File: src/sv/cbe_pkg.sv
// Shared types, constants and helpers of the cubic Bezier evaluator.
package cbe_pkg;

  localparam int COORD_BITS = 32;
  localparam int TAN_BITS   = COORD_BITS + 4;
  localparam int BEND_BITS  = COORD_BITS + 6;
  localparam int F_BITS     = 16;
  localparam int T_BITS     = F_BITS + 1;
  localparam int IDX_BITS   = 8;
  localparam int CNT_BITS   = 9;
  localparam int W_BITS     = 22;
  localparam int PROD_BITS  = W_BITS + COORD_BITS;
  localparam int ACC_BITS   = PROD_BITS + 2;
  localparam int RND_BITS   = ACC_BITS - F_BITS;
  localparam int MAX_POINTS = 256;
  localparam int VEC_BITS   = 3 * COORD_BITS;

  localparam logic [T_BITS-1:0]   T_ONE      = T_BITS'(1) << F_BITS;
  localparam logic [CNT_BITS-1:0] MIN_KNOTS  = CNT_BITS'(2);
  localparam logic [CNT_BITS-1:0] MAX_KNOTS  = CNT_BITS'(MAX_POINTS);
  localparam logic [2:0]          EVAL_LAST  = 3'd5;

  typedef enum logic [1:0] {
    MODE_LOAD   = 2'd0,
    MODE_SEG    = 2'd1,
    MODE_GLOBAL = 2'd2,
    MODE_NONE   = 2'd3
  } mode_t;

  typedef enum logic [1:0] {
    KIND_KNOT = 2'd0,
    KIND_IN   = 2'd1,
    KIND_OUT  = 2'd2,
    KIND_NONE = 2'd3
  } kind_t;

  typedef enum logic [1:0] {
    OP_LOAD,
    OP_EVAL,
    OP_FLAG
  } op_t;

  typedef enum logic [1:0] {
    BK_IDLE,
    BK_EVAL,
    BK_DONE
  } back_state_t;

  typedef logic signed [COORD_BITS-1:0] coord_t;
  typedef logic signed [W_BITS-1:0]     weight_t;

  // One classified item as it travels from the front part to the back part.
  typedef struct packed {
    op_t                  op;
    logic [1:0]           kind;
    logic [IDX_BITS-1:0]  idx;
    logic [IDX_BITS-1:0]  seg;
    coord_t               x;
    coord_t               y;
    coord_t               z;
    weight_t [3:0]        wp;
    weight_t [3:0]        wt;
    weight_t [3:0]        wb;
    logic [IDX_BITS-1:0]  iused;
    logic                 status;
  } cmd_t;

  typedef struct packed {
    logic full;
    logic empty;
  } q_stat_t;

  // Round half up and drop the fraction bits of a 36-bit product.
  function automatic logic [19:0] rnd36(input logic [35:0] p);
    logic [35:0] s;
    s = p + (36'd1 << (F_BITS - 1));
    return s[35:F_BITS];
  endfunction

endpackage

File: src/sv/cbe_queue.sv
// Two-entry command queue between the front and back parts.
module cbe_queue (
  input  logic              clk,
  input  logic              rst_n,
  input  logic              push,
  input  cbe_pkg::cmd_t     push_cmd,
  input  logic              pop,
  output cbe_pkg::cmd_t     head,
  output cbe_pkg::q_stat_t  stat
);

  cbe_pkg::cmd_t  slot_r [2];
  logic           wr_ptr_r, wr_ptr_nxt, rd_ptr_r, rd_ptr_nxt;
  logic [1:0]     cnt_r, cnt_nxt;

  assign stat.full  = (cnt_r == 2'd2);
  assign stat.empty = (cnt_r == 2'd0);
  assign head       = slot_r[rd_ptr_r];

  always_comb begin
    wr_ptr_nxt = push ? !wr_ptr_r : wr_ptr_r;
    rd_ptr_nxt = pop ? !rd_ptr_r : rd_ptr_r;
    cnt_nxt    = cnt_r + 2'(push) - 2'(pop);
  end

  always_ff @(posedge clk) begin
    if (!rst_n) begin
      wr_ptr_r <= 1'b0;
      rd_ptr_r <= 1'b0;
      cnt_r    <= 2'd0;
    end else begin
      wr_ptr_r <= wr_ptr_nxt;
      rd_ptr_r <= rd_ptr_nxt;
      cnt_r    <= cnt_nxt;
    end
  end

  always_ff @(posedge clk) begin
    if (push) begin
      slot_r[wr_ptr_r] <= push_cmd;
    end
  end

endmodule

File: config.mk
export PLATFORM = sky130hd
export DESIGN_NAME = cbe_queue
export DESIGN_NICKNAME = d
export VERILOG_FILES = /design/src/sv/cbe_pkg.sv /design/src/sv/cbe_queue.sv
export SDC_FILE = /design/constraint.sdc
export NUM_CORES = 1
export LEC_CHECK = 0
export ABC_AREA = 1
export BUFFER_PORTS_ARGS = -buffer_cell sky130_fd_sc_hd__buf_2
export CORE_AREA = 5 5 304 306
export CTS_CLUSTER_SIZE = 16
export DETAILED_ROUTE_END_ITERATION = 10
export DIE_AREA = 0 0 309 311
export GPL_TIMING_DRIVEN = 0
export PLACE_DENSITY = 0.54
export SLEW_MARGIN = 5
export SYNTH_ARGS = -nofsm -noshare
export SYNTH_HDL_FRONTEND = slang
export SYNTH_SLANG_ARGS = --single-unit
File: constraint.sdc
create_clock -name clk -period 37.1 [get_ports clk]
set_input_delay 3.71 -clock clk [delete_from_list [all_inputs] [get_ports clk]]
set_output_delay 3.71 -clock clk [all_outputs]
set_load 0.005 [all_outputs]
Yosys cells after proc, flatten, opt, wreduce, memory -nomap -nowiden
Memory sizes are Yosys's and may differ from the RTL's. A register that Yosys moved wholly into a read port is not among the register bits.
Index checks and enable logic that the tools add are counted.

word-level totals
  memories = 1
  register bits = 4
  bits of input ports = 393
  bits in writable memories = 778

operators by class
  add/subtract/negate cells = 2
  equality and inequality tests = 1
  reductions and logical operators = 3
  multiplexer cells = 4

memory list
  name    words  bits a word  read ports  clocked after Yosys merged registers in  write ports  RTL line         source
  slot_r  2      389          1           1                                        1            cbe_queue.sv:12  cbe_pkg::cmd_t slot_r [2];

operators by type and width
  kind                                   number
  2-to-1 mux 1 bit                       4
  adder 2 x 1 -> 2 bit                   1
  == test 2 bit (second input constant)  1
  logical NOT 1 bit                      2
  logical NOT 2 bit                      1
  subtractor 2 x 1 -> 2 bit              1

Depth between registers and ports, before layout
  depth in word-level cells = 3
  mapped depth = 7
  gate-level depth less buffers = 7

Least setup slack after synthesis
No wires, ideal clock.

  path kind = input-to-reg
  start point = input push
  end point = memory slot_r[0][0] in the netlist's numbering (enable)
  buffers on the path = 0
  data arrival time = 19992 ps
  path slack = 15948 ps
  data required time = 35940 ps
  stages on the path = 2
  cells stage by stage = inv_1 -> nor2_1

on the way
  longest elaborated chain between the ends = 2

ends and longest elaborated chain
  element                                 RTL line         source
  start: declaration                      cbe_queue.sv:5   input logic push,
  2-to-1 mux 1 bit                        cbe_queue.sv:39  if (push) begin
  2-to-1 mux 1 bit (not written as such)  cbe_queue.sv:40  slot_r[wr_ptr_r] <= push_cmd;
  end: declaration                        cbe_queue.sv:12

Every way passes these cells.

==> summary.md <==
| Metric | Value |
|---|---|
| Internal power | `1.57 mW` |
| Ratio of final minimum period to clock period | `between 10% and 20%` |
| Area of the multi-input gates | `~5600 um^2` |
| Post-DRT Antenna Nets | `0` |
| GP Congestion | `0.793` |
| Die area | `96100 um^2` |
| Grt total ovfl | `0` |
| CTS clock-pin slew for the worst setup and hold paths | `0.05 ns` |
| Combinational power share | `approximately a tenth` |
| Worst EP arrival | `2.18 ns` |
| Syn nets | `about 1600` |
| Avg Inst Size Synth | `approximately 24 um^2` |
| Initial antenna violation count | `33` |
| Max-cap check violation count | `0` |
| CP required | `about 33 ns` |
| Clock Sinks | `~780` |
| Crit-path slowest cell | `mux2_2` |
| I/O Buffers | `783` |
| Peak Freq | `~170 MHz` |
| Family with the most delay on the worst path | `buffers and inverters` |
| Commonest non-fill, non-tap cell in the layout | `buf_2` |
| RSZ-0062 raised after global routing | `no` |
| Clk_skew | `0.0173 ns` |
| Clock H-tree levels | `3` |
| DR top layer | `met5` |
| Total CTS buffers | `85` |
| Final nets | `2526` |
| Ranking of synthesized cells by area | `edfxtp_1 79%, mux2_4 15%, mux2_2 3.4%` |
| Syn Std Cell Area | `slightly below 30000 um^2` |
| Type of the most critical hold path | `reg -> reg` |
| Fin Setup TNS | `0 ns` |
| Gate Count Post-Synth | `1243` |
| First-pass GRT wire length | `104000 um` |
| Layout cells sized above 1 | `61.2%` |
| Routed WL | `74000 um` |
| Worst-path maximum fanout | `10` |
| Drt wl/cell | `21.8 um` |
| PD cells | `about 53 nW/um^2` |
| CTS resizes | `0` |
| DR WL met2 | `40200 um` |
| CP most frequent cell | `buf_2` |
| Max Buffers Root-to-Sink | `3` |
| Pleak | `14.8 nW` |
| Initial Util | `33.1%` |
| Crit path time final | `between 5 and 6 ns` |
| Synth warn | `0` |
| Crit end category | `output pin` |
| Hold buffers post-CTS | `0` |
| Post-synth cell types | `14` |
| Worst Path Class, Setup | `reg -> out` |
| TritonCTS clock tree | `yes` |
| Largest net degree at the start of global routing | `110` |
| Sw Pwr | `around 0.43 mW` |
| Hpwl dp | `55200 um` |
| Switching portion of total power | `21.6%` |
| Sequential power share | `around half` |
| WL met3 | `6430 um` |
| Clock group share of total power | `38.2%` |
| # rows | `110` |
| Wl on met1 | `25000 um` |
| Core region area | `just under 90000 um^2` |
| Vias in the first global route | `16100` |
| Largest stage delay on the critical path | `around 0.44 ns` |
| # DRC | `0` |
| 1st-pass router iterations | `5` |
| GRT Resource Usage Total | `~15%` |
| Buffers plus inverters on the worst setup path | `3` |
| Vias per inst | `4.38` |
| CTS root buf | `clkbuf_16` |
| Final Slew Violations | `0` |
| Setup bufs post-CTS | `0` |
| Register area | `between 20000 and 25000 um^2` |
| Sequential area share after synthesis | `79.4%` |
| Worst-Skew Late Latency | `0.63 ns` |
| Largest area contributor in the netlist | `edfxtp_1` |
| Relative slew margins | `42.5%` |
| Die H | `about 310 um` |
| Number of DRC markers in iteration 0 | `712` |
| Worst IR Drop VDD | `0.0412 mV` |
| DR vias | `14900` |
| Core Util, Final | `42.5%` |
| Worst setup SP type | `flip-flop` |
| Yosys reg bits | `783` |
| Outcome | `complete, no violations` |
| Final setup vio count | `0` |
| Chip width | `309 um` |
| Synth top area share | `79.0%` |
| I/O pins | `784` |
| Critical-path cell list | `buf_6, buf_2, mux2_2, buf_2` |
| Layout area overhead | `28.4%` |
| Commonest cells after routing, fill and taps aside | `791 x buf_2, 778 x edfxtp_1, 300 x mux2_4, 89 x mux2_2, 88 x clkbuf_16` |
| Layout filler cell count | `around 8000` |
| Slew @ Worst Pin | `0.862 ns` |
| Fin. Hold Viols | `0` |
-- layer usage --
| metal | vias to the layer above | global-route usage [%] |
|---|---|---|
| met5 | - | 0 |
| met4 | 16 | 5.95 |
| met3 | 134 | 5.43 |
| met2 | 507 | 27.5 |
| met1 | 7425 | 14.6 |
| li1 | 6798 | - |
-- worst min-delay path, cell delays in order, from the launching register on --
cell	delay, ns
dfxtp_1	0.33
nor2_1	0.06
nor2_1	0.08
-- synth_stat cells --
cell / n
a21oi_1: 1
buf_2: 8
buf_4: 1
buf_6: 24
buf_8: 10
dfxtp_1: 5
edfxtp_1: 778
ha_1: 2
inv_1: 7
mux2_2: 89
mux2_4: 300
nand2_1: 8
nand3_1: 1
nor2_1: 9
-- power by group through the flow --
stage	logic, mW	registers [mW]	clock network [mW]
2_1_floorplan	0.105	1.08	0
3_3_place_gp	0.199	1.09	0
3_5_place_dp	0.210	1.06	0
4_1_cts	0.211	1.04	0.794
5_1_grt	0.220	1.04	0.831
6_report	0.205	1.04	0.766
-- layout make-up --
cell class / count / area share, %
diodes: 22 / 0.145
plain buffers: 43 / 1.23
clock buffers: 115 / 6.07
clock inverters: 37 / 0.583
inverters: 7 / 0.0890
multi-input cells: 410 / 14.8
flip-flops and latches: 783 / 61.8
well taps: 1176 / 3.88
repair buffers: 801 / 11.4
-- state kept, by name (all words and copies together), names as in the netlist, named ones only --
| name | count |
|---|---|
| cnt_r | 2 |
| slot_r | 778 |
| wr_ptr_r | 1 |
| rd_ptr_r | 1 |
-- kinds of logic after synthesis --
kind of cell             Yosys count  synth area share (%)
adder cells (fa/ha/maj)            2                0.0846
buffers and inverters             50                  1.67
AND/OR/NAND/NOR                   18                 0.233
flip-flops                       783                  79.4
multiplexers                     389                  18.6
AO/OA/AOI/OAI                      1                0.0169
-- worst paths after layout --
kind / startpoint / to / slack [ns] / cells past startpoint
min reg2reg: rd_ptr_r / rd_ptr_r / 0.51 / 2
max reg2reg: wr_ptr_r / slot_r[1][75] / 34.47 / 4
max: flip-flop / head[26] / 31.21 / 4
min: rd_ptr_r / rd_ptr_r / 0.51 / 2
-- stage by stage --
step	hold slack [ns]	total power [mW]	cell area, um^2	worst slack, ns	cells
after detailed placement	0.503	1.27	35400	30.99	3220
after global routing	0.523	2.09	37900	31.01	3387
after CTS	0.514	2.04	37900	30.99	3372
after floorplan	0.463	1.18	29600	15.95	1243
final	0.512	2.01	38000	31.21	3394
after global placement	0.484	1.29	35000	6.14	3202
No activity file was read; power rests on OpenSTA's default activity.
